## config.mk

```make
export PLATFORM = sky130hd
export DESIGN_NAME = mime_transfer_decoder
export DESIGN_NICKNAME = d
export VERILOG_FILES = /design/src/hw/rtl/mtd_pkg.sv /design/src/hw/rtl/mtd_decode.sv /design/src/hw/rtl/mtd_out_buf.sv /design/src/hw/rtl/mime_transfer_decoder.sv
export SDC_FILE = /design/constraint.sdc
export NUM_CORES = 1
export LEC_CHECK = 0
export ABC_AREA = 0
export BUFFER_PORTS_ARGS = -buffer_cell sky130_fd_sc_hd__buf_2
export CAP_MARGIN = 20
export CORE_MARGIN = 2
export CORE_UTILIZATION = 40
export DETAILED_ROUTE_END_ITERATION = 7
export PLACE_DENSITY = 0.66
export SYNTH_ARGS = -nofsm -noshare
export SYNTH_HDL_FRONTEND = slang
export SYNTH_SLANG_ARGS = --single-unit
```

## constraint.sdc

```tcl
create_clock -name clk -period 4.34 [get_ports clk]
set_clock_uncertainty 0.05 [all_clocks]
set_input_delay 0.651 -clock clk [delete_from_list [all_inputs] [get_ports clk]]
set_output_delay 0.651 -clock clk [all_outputs]
set_load 0.01 [all_outputs]
```

## src/hw/rtl/mtd_pkg.sv

```systemverilog
`default_nettype none

package mtd_pkg;

  // Transfer encoding selected by the mode register; code three acts as pass-through
  localparam logic [1:0] MODE_PASS = 2'd0;
  localparam logic [1:0] MODE_B64  = 2'd1;
  localparam logic [1:0] MODE_QP   = 2'd2;

  // Decoder state carried from one item to the next
  typedef struct packed {
    logic [1:0] group_phase;
    logic [5:0] group_bits;
    logic [1:0] escape_phase;
    logic [7:0] escape_first;
  } state_t;

  // Up to two decoded bytes caused by one input item
  typedef struct packed {
    logic [1:0] cnt;
    logic [7:0] byte0;
    logic [7:0] byte1;
  } res_t;

endpackage

`default_nettype wire

```

## src/hw/rtl/mtd_decode.sv

```systemverilog
`default_nettype none

module mtd_decode (
  input  wire logic [7:0]    c,
  input  wire logic          end_flag,
  input  wire logic [1:0]    mode,
  input  wire mtd_pkg::state_t st,
  output mtd_pkg::state_t    nst,
  output mtd_pkg::res_t      res
);

  localparam logic [7:0] CH_LF    = 8'h0a;
  localparam logic [7:0] CH_CR    = 8'h0d;
  localparam logic [7:0] CH_EQ    = 8'h3d;
  localparam logic [7:0] CH_PLUS  = 8'h2b;
  localparam logic [7:0] CH_SLASH = 8'h2f;
  localparam logic [5:0] B64_PLUS  = 6'd62;
  localparam logic [5:0] B64_SLASH = 6'd63;

  localparam logic [1:0] ESC_NONE = 2'd0;
  localparam logic [1:0] ESC_EQ   = 2'd1;
  localparam logic [1:0] ESC_CHAR = 2'd2;

  function automatic logic is_digit(input logic [7:0] ch);
    return (ch >= 8'h30) && (ch <= 8'h39);
  endfunction

  function automatic logic is_upper(input logic [7:0] ch);
    return (ch >= 8'h41) && (ch <= 8'h5a);
  endfunction

  function automatic logic is_lower(input logic [7:0] ch);
    return (ch >= 8'h61) && (ch <= 8'h7a);
  endfunction

  function automatic logic hex_ok(input logic [7:0] ch);
    return is_digit(ch) || ((ch >= 8'h41) && (ch <= 8'h46)) ||
           ((ch >= 8'h61) && (ch <= 8'h66));
  endfunction

  function automatic logic [3:0] hex_val(input logic [7:0] ch);
    logic [7:0] d;
    if (is_digit(ch)) d = ch - 8'h30;
    else if (ch <= 8'h46) d = ch - 8'h37;
    else d = ch - 8'h57;
    return d[3:0];
  endfunction

  function automatic logic b64_ok(input logic [7:0] ch);
    return is_upper(ch) || is_lower(ch) || is_digit(ch) ||
           (ch == CH_PLUS) || (ch == CH_SLASH);
  endfunction

  function automatic logic [5:0] b64_val(input logic [7:0] ch);
    logic [7:0] d;
    if (is_upper(ch)) d = ch - 8'h41;
    else if (is_lower(ch)) d = ch - 8'h47;
    else if (is_digit(ch)) d = ch + 8'h04;
    else if (ch == CH_PLUS) d = {2'b00, B64_PLUS};
    else d = {2'b00, B64_SLASH};
    return d[5:0];
  endfunction

  logic [5:0] x;
  logic [7:0] first;
  logic       plain_go;
  logic       plain_slot1;

  always_comb begin
    nst         = st;
    res         = '0;
    x           = b64_val(c);
    first       = st.escape_first;
    plain_go    = 1'b0;
    plain_slot1 = 1'b0;
    case (mode)
      mtd_pkg::MODE_B64: begin
        if (c == CH_LF || c == CH_EQ) begin
          nst.group_phase = 2'd0;
          nst.group_bits  = 6'd0;
        end else if (b64_ok(c)) begin
          case (st.group_phase)
            2'd0: begin
              nst.group_bits  = x;
              nst.group_phase = 2'd1;
            end
            2'd1: begin
              res.byte0       = {st.group_bits, x[5:4]};
              res.cnt         = 2'd1;
              nst.group_bits  = {2'b00, x[3:0]};
              nst.group_phase = 2'd2;
            end
            2'd2: begin
              res.byte0       = {st.group_bits[3:0], x[5:2]};
              res.cnt         = 2'd1;
              nst.group_bits  = {4'b0000, x[1:0]};
              nst.group_phase = 2'd3;
            end
            default: begin
              res.byte0       = {st.group_bits[1:0], x};
              res.cnt         = 2'd1;
              nst.group_bits  = 6'd0;
              nst.group_phase = 2'd0;
            end
          endcase
        end
      end
      mtd_pkg::MODE_QP: begin
        plain_go = 1'b1;
        if (st.escape_phase == ESC_EQ) begin
          if (hex_ok(c) || c == CH_CR) begin
            nst.escape_first = c;
            nst.escape_phase = ESC_CHAR;
            plain_go         = 1'b0;
          end
        end else if (st.escape_phase == ESC_CHAR) begin
          nst.escape_first = 8'h00;
          if (hex_ok(first) && hex_ok(c)) begin
            nst.escape_phase = ESC_NONE;
            res.byte0        = {hex_val(first), hex_val(c)};
            res.cnt          = 2'd1;
            plain_go         = 1'b0;
          end else if (first == CH_CR && c == CH_LF) begin
            // soft line break
            nst.escape_phase = ESC_NONE;
            plain_go         = 1'b0;
          end else begin
            // bad escape: emit the held char, then treat this one as plain text
            res.byte0   = first;
            res.cnt     = 2'd1;
            plain_slot1 = 1'b1;
          end
        end
        if (plain_go) begin
          if (c == CH_EQ) begin
            nst.escape_phase = ESC_EQ;
          end else begin
            nst.escape_phase = ESC_NONE;
            if (plain_slot1) begin
              res.byte1 = c;
              res.cnt   = 2'd2;
            end else begin
              res.byte0 = c;
              res.cnt   = 2'd1;
            end
          end
        end
      end
      default: begin
        res.byte0 = c;
        res.cnt   = 2'd1;
      end
    endcase

    if (end_flag) begin
      // flush a char held after '=', then clear everything
      if (mode == mtd_pkg::MODE_QP && nst.escape_phase == ESC_CHAR) begin
        if (res.cnt == 2'd0) begin
          res.byte0 = nst.escape_first;
          res.cnt   = 2'd1;
        end else if (res.cnt == 2'd1) begin
          res.byte1 = nst.escape_first;
          res.cnt   = 2'd2;
        end
      end
      nst = '0;
    end
  end

endmodule

`default_nettype wire

```

## src/hw/rtl/mtd_out_buf.sv

```systemverilog
`default_nettype none

module mtd_out_buf (
  input  wire logic          clk,
  input  wire logic          rst_n,
  input  wire logic          load,
  input  wire mtd_pkg::res_t res,
  output logic               free,
  output logic               out_tvalid,
  input  wire logic          out_tready,
  output logic [7:0]         out_tdata,   // [7:0] out_byte
  output logic               out_tlast    // run_last
);

  logic [1:0] cnt_r, cnt_nxt;
  logic [7:0] b0_r, b0_nxt;
  logic [7:0] b1_r, b1_nxt;
  logic       fire;

  assign fire       = out_tvalid && out_tready;
  assign out_tvalid = (cnt_r != 2'd0);
  assign out_tdata  = b0_r;
  assign out_tlast  = (cnt_r == 2'd1);
  assign free       = (cnt_r == 2'd0) || ((cnt_r == 2'd1) && out_tready);

  always_comb begin
    cnt_nxt = cnt_r;
    b0_nxt  = b0_r;
    b1_nxt  = b1_r;
    if (fire) begin
      cnt_nxt = cnt_r - 2'd1;
      b0_nxt  = b1_r;
    end
    if (load) begin
      cnt_nxt = res.cnt;
      b0_nxt  = res.byte0;
      b1_nxt  = res.byte1;
    end
  end

  always_ff @(posedge clk) begin
    if (!rst_n) begin
      cnt_r <= 2'd0;
    end else begin
      cnt_r <= cnt_nxt;
    end
    b0_r <= b0_nxt;
    b1_r <= b1_nxt;
  end

endmodule

`default_nettype wire

```

## src/hw/rtl/mime_transfer_decoder.sv

```systemverilog
// MIME transfer decoder: turns an email body byte stream into decoded bytes.
// Input channel in_*: one raw byte per item in in_tdata; in_tlast marks the
// final byte of the body and flushes a held quoted-printable char.
// Result channel out_*: one decoded byte per item; out_tlast is high on the
// last result caused by one input item (an input item causes 0, 1 or 2).
// Config channel cfg_*: cfg_tdata[1:0] selects 0 pass-through, 1 base64,
// 2 quoted-printable (3 acts as pass-through). A write also clears the
// decoder state. Write only while no item is in flight; cfg_tready is high.
// Path: an accepted item is held in the input register and decoded in a single
// pass; the result is loaded into the output buffer once that buffer is free,
// and the registered output buffer then presents its first result.
// Throughput: one input item per cycle while each gives at most one result
// and out_tready is high; an item with two results holds the output buffer
// until both are taken by the single result port of the two-entry buffer.
// Stall: when out_tready is low the output buffer holds, the input register
// still takes one more item if it is empty, then in_tready drops.
// Reset (rst_n low, synchronous): mode pass-through, state and buffers empty.
`default_nettype none

module mime_transfer_decoder (
  input  wire logic       clk,
  input  wire logic       rst_n,
  input  wire logic       in_tvalid,
  output logic            in_tready,
  input  wire logic [7:0] in_tdata,    // [7:0] in_byte
  input  wire logic       in_tlast,    // end_of_data
  output logic            out_tvalid,
  input  wire logic       out_tready,
  output logic [7:0]      out_tdata,   // [7:0] out_byte
  output logic            out_tlast,   // run_last
  input  wire logic       cfg_tvalid,
  output logic            cfg_tready,
  input  wire logic [7:0] cfg_tdata    // [1:0] mode, [7:2] zero
);

  // input register
  logic       in_v_r, in_v_nxt;
  logic [7:0] in_byte_r;
  logic       in_end_r;

  // mode and decoder state
  logic [1:0]      mode_r, mode_nxt;
  mtd_pkg::state_t st_r, st_nxt;
  mtd_pkg::state_t dec_st;
  mtd_pkg::res_t   dec_res;

  logic buf_free;
  logic move;

  assign cfg_tready = 1'b1;
  // advance the held item into the output buffer once that buffer drains
  assign move       = in_v_r && buf_free;
  assign in_tready  = !in_v_r || buf_free;

  mtd_decode u_decode (
    .c        (in_byte_r),
    .end_flag (in_end_r),
    .mode     (mode_r),
    .st       (st_r),
    .nst      (dec_st),
    .res      (dec_res)
  );

  mtd_out_buf u_out_buf (
    .clk        (clk),
    .rst_n      (rst_n),
    .load       (move),
    .res        (dec_res),
    .free       (buf_free),
    .out_tvalid (out_tvalid),
    .out_tready (out_tready),
    .out_tdata  (out_tdata),
    .out_tlast  (out_tlast)
  );

  always_comb begin
    in_v_nxt = in_v_r;
    if (in_tready) begin
      in_v_nxt = in_tvalid;
    end
  end

  always_comb begin
    mode_nxt = mode_r;
    st_nxt   = st_r;
    if (cfg_tvalid && cfg_tready) begin
      // a mode write drops any partial group or pending escape
      mode_nxt = cfg_tdata[1:0];
      st_nxt   = '0;
    end else if (move) begin
      st_nxt = dec_st;
    end
  end

  always_ff @(posedge clk) begin
    if (!rst_n) begin
      in_v_r <= 1'b0;
      mode_r <= mtd_pkg::MODE_PASS;
      st_r   <= '0;
    end else begin
      in_v_r <= in_v_nxt;
      mode_r <= mode_nxt;
      st_r   <= st_nxt;
    end
    if (in_tready && in_tvalid) begin
      in_byte_r <= in_tdata;
      in_end_r  <= in_tlast;
    end
  end

endmodule

`default_nettype wire
```

==> impl_metrics.py <==
metrics = {
    "layout": {
        "nets": 479,
        "drive_gt1_share_pct": 14.94,
        "syn_to_final_growth_pct": 11.10,
        "fin_cells": 543,
        "final_util_pct": 45.54,
        "n_antenna_cell": 0,
        "stdcell_area_um2": 3933,
    },
    "setup_path": {
        "crit_fanout": 10,
        "startpoint_type": "flip-flop",
        "path_delay_family": "compound AO/OA/AOI/OAI gates",
        "path_class": "flip-flop to flip-flop",
        "startpoint": "in_byte_r[3]",
        "cpPeakStageDelay_ps": 540,
        "worstReg2RegEnd": "u_out_buf.out_tdata[6]",
        "rr_startpoint": "in_byte_r[3]",
        "worst-r2r-setup-slack_ps": 330,
        "worstPathArrival_ps": 4020,
        "cpMostUsedCell": "nand2_1",
        "rr_worst_depth": 14,
        "slowest_stage": "edfxtp_1",
        "worstPathCellList": "inv_1, buf_4, ha_1, nand2_1, o22a_1, nor3_2, nor3_1, o311ai_1, inv_1, ha_1, nand2_1, nand2_1, a221oi_1, nor2_1",
        "path_buf_inv": 3,
        "cp.required_ps": 4360,
        "cp-end-kind": "flip-flop",
    },
    "power": {
        "max-vdd-ir-drop_mv": 0.1734,
        "power_w": 0.001228,
        "powerDensity_nw_per_um2": 312.2,
        "leakage_nw": 1.438,
    },
    "sta": {
        "final-hold-violation-count": 0,
        "finalMaxSlewViolations": 0,
        "max_freq_ghz": 0.2495,
        "fin_tns_setup_ps": 0,
        "setup_viol": 0,
        "worst_pin_slew_ps": 719.0,
        "min_period_ps": 4009,
        "post-route-period-util_pct": 92.37,
        "rsz0062_at_grt": "false",
        "slew-limit-headroom_pct": 52.07,
    },
    "clock_tree": {
        "cts_num_sinks": 48,
        "clockBufferDepth": 2,
        "cts_htree_levels": 2,
        "cts_tree": "yes",
        "cts_buffers": 5,
        "clk_latency_ps": 320,
        "path_clk_slew_ps": 110,
        "ctsHoldBuffers": 0,
        "cts.repair_timing.setup_buffer_count": 0,
        "root_buffer": "clkbuf_8",
        "cts_resized": 0,
    },
    "yosys": {
        "synth_nets": 456,
        "yosys.area_share.adder_pct": 8.130,
        "synthCells": 411,
        "synth_compound_area_share_pct": 23.65,
        "synth.most_common_cell": "nor2_1",
        "yosysTopAreaCell": "edfxtp_1",
        "synth-seq-area-share_pct": 34.22,
        "synth_edf_count": 25,
        "yosysWarnings": 0,
        "synth_commonest_cells": "nor2_1 (43), nand2_1 (35), inv_1 (26)",
        "async_reset_ff_share_pct": 0,
        "yosys-top-cells-area": "edfxtp_1 (21%), dfxtp_1 (13%), ha_1 (8.1%)",
        "synthesis.area_um2": 3540,
        "synthFlopType": "edfxtp_1",
        "ys_types": 73,
        "yosysTopAreaCellShare_pct": 21.21,
        "yosys.area_share.simple_pct": 21.77,
        "synth_seq_cells": 48,
        "synth_mux_area_share_pct": 4.666,
        "syn_avg_cell_area_um2": 8.612,
        "synth_top_family_by_area": "compound AO/OA/AOI/OAI gates",
        "synth_xor_area_share_pct": 1.237,
    },
    "worst_hold_path": {
        "whs_endpoint": "st_r[15]",
        "hp-class": "flip-flop to flip-flop",
        "min_path_cells": 2,
        "worstHoldStart": "st_r[15]",
    },
    "detailed_routing": {
        "final_antenna_net_count": 0,
        "routedWlPerCell_um": 18.45,
        "drtIter0Drc": 358,
        "avgViaCountPerCell": 6.090,
        "vias": 3307,
        "totalWireLength_um": 10020,
        "drc": 0,
        "drtPass1Iterations": 7,
    },
    "floorplan": {
        "rows": 34,
        "ios": 34,
        "die_area_um2": 9618,
        "fp.dieH_um": 98.07,
        "die_x_um": 98.07,
        "core-area_um2": 8636,
        "start_util_pct": 40.99,
    },
    "grt": {
        "grtUsageTotal_pct": 20.71,
        "grt_max_degree": 24,
        "grt_pass1_vias": 3059,
        "antenna_found_initial": 0,
        "grt_overflow": 0,
        "grt_pass1_wl_um": 15910,
    },
    "status": {
        "status": "finished, final reports clean",
    },
    "job": {
        "maxCapViolCount": 0,
    },
    "place": {
        "portBuffers": 26,
        "gp_congestion": 0.9698,
        "dpl.hpwl_um": 7444,
        "placedInstanceArea_um2": 3795,
        "dp.cells": 535,
    },
}
per-stage QoR:
step	hold WS, ps	setup WS [ps]
final	418.3	331.2
after global routing	445.5	72.71
after CTS	414.7	427.6
after detailed placement	399.8	452.0
after global placement	394.2	492.8
after floorplan	382.0	676.8
layout by cell type (no fill, tap or decap), types with 3 or more instances in the layout:
master and instances:
buf_2 26, mux2i_1 12, nand3_1 9, a211oi_1 3, nor3_1 7, nor4_1 4
edfxtp_1 25, mux2_2 4, or4_1 3, a21oi_1 19, a221o_1 5, o21ai_0 19
xnor2_1 5, clkbuf_8 5, or2_2 3, o21ai_1 4, and3_1 3, a31oi_1 6
nand2b_1 10, nor2b_1 9, a22oi_1 8, o2111ai_1 3, nor2_1 43, o22ai_1 3
and2_1 3, o211ai_1 3, or3_1 6, nand2_1 35, a221oi_1 8, inv_1 26
ha_1 23, dfxtp_1 23, buf_4 15, o221ai_1 5
logic make-up after synthesis:
logic type                 Yosys count
AOI/OAI and AO/OA                  116
buffers and inverters               51
muxes                               16
adders and majority gates           23
DFF                                 48
and+or+nand+nor                    151
xor gates and xnor gates             5
other                                1
registers in the layout, indices dropped and copies added, names as in the netlist:
| register | count |
|---|---|
| in_v_r | 1 |
| u_out_buf.out_tdata | 8 |
| u_out_buf.b1_r | 8 |
| mode_r | 2 |
| in_end_r | 1 |
| u_out_buf.cnt_r | 2 |
| st_r | 18 |
| in_byte_r | 8 |
how the worst max path moves through the flow:
stage                        endpoint  cells past startpoint
6_report       u_out_buf.out_tdata[6]                     14
5_1_grt        u_out_buf.out_tdata[6]                     14
4_1_cts        u_out_buf.out_tdata[6]                     15
3_5_place_dp   u_out_buf.out_tdata[6]                     14
3_3_place_gp   u_out_buf.out_tdata[6]                     15
2_1_floorplan  u_out_buf.out_tdata[6]                     17
per-layer routing:
metal | GRT usage (%) | wire length, um
met5 | 0 | 0
met2 | 32.51 | 4556
met1 | 28.16 | 4321
met4 | 7.051 | 243
met3 | 4.796 | 896
area by class of cell:
type	count	area [um2]
Timing Repair Buffer	41	242.7
Sequential cell	48	1211
Inverter	26	97.59
Multi-Input combinational cell	312	2108
Tap cell	108	135.1
Clock inverter	3	68.82
Clock buffer	5	68.82
Fill cell	839	4703
worst reg2reg max path, cell delays in order (launching register included):
cell and delay [ps]:
edfxtp_1 540, inv_1 130, buf_4 160, ha_1 180
nand2_1 70, o22a_1 300, nor3_2 400, nor3_1 210
o311ai_1 510, inv_1 90, ha_1 220, nand2_1 270
nand2_1 170, a221oi_1 390, nor2_1 80
power by group:
group | switching [W] | leakage [nW] | internal [W]
Clock | 0.000173 | 0.0687 | 0.000232
Combinational | 0.000174 | 0.938 | 0.000104
Sequential | 0.0000249 | 0.430 | 0.000520
Note: power is estimated with default switching activity, not from simulation.
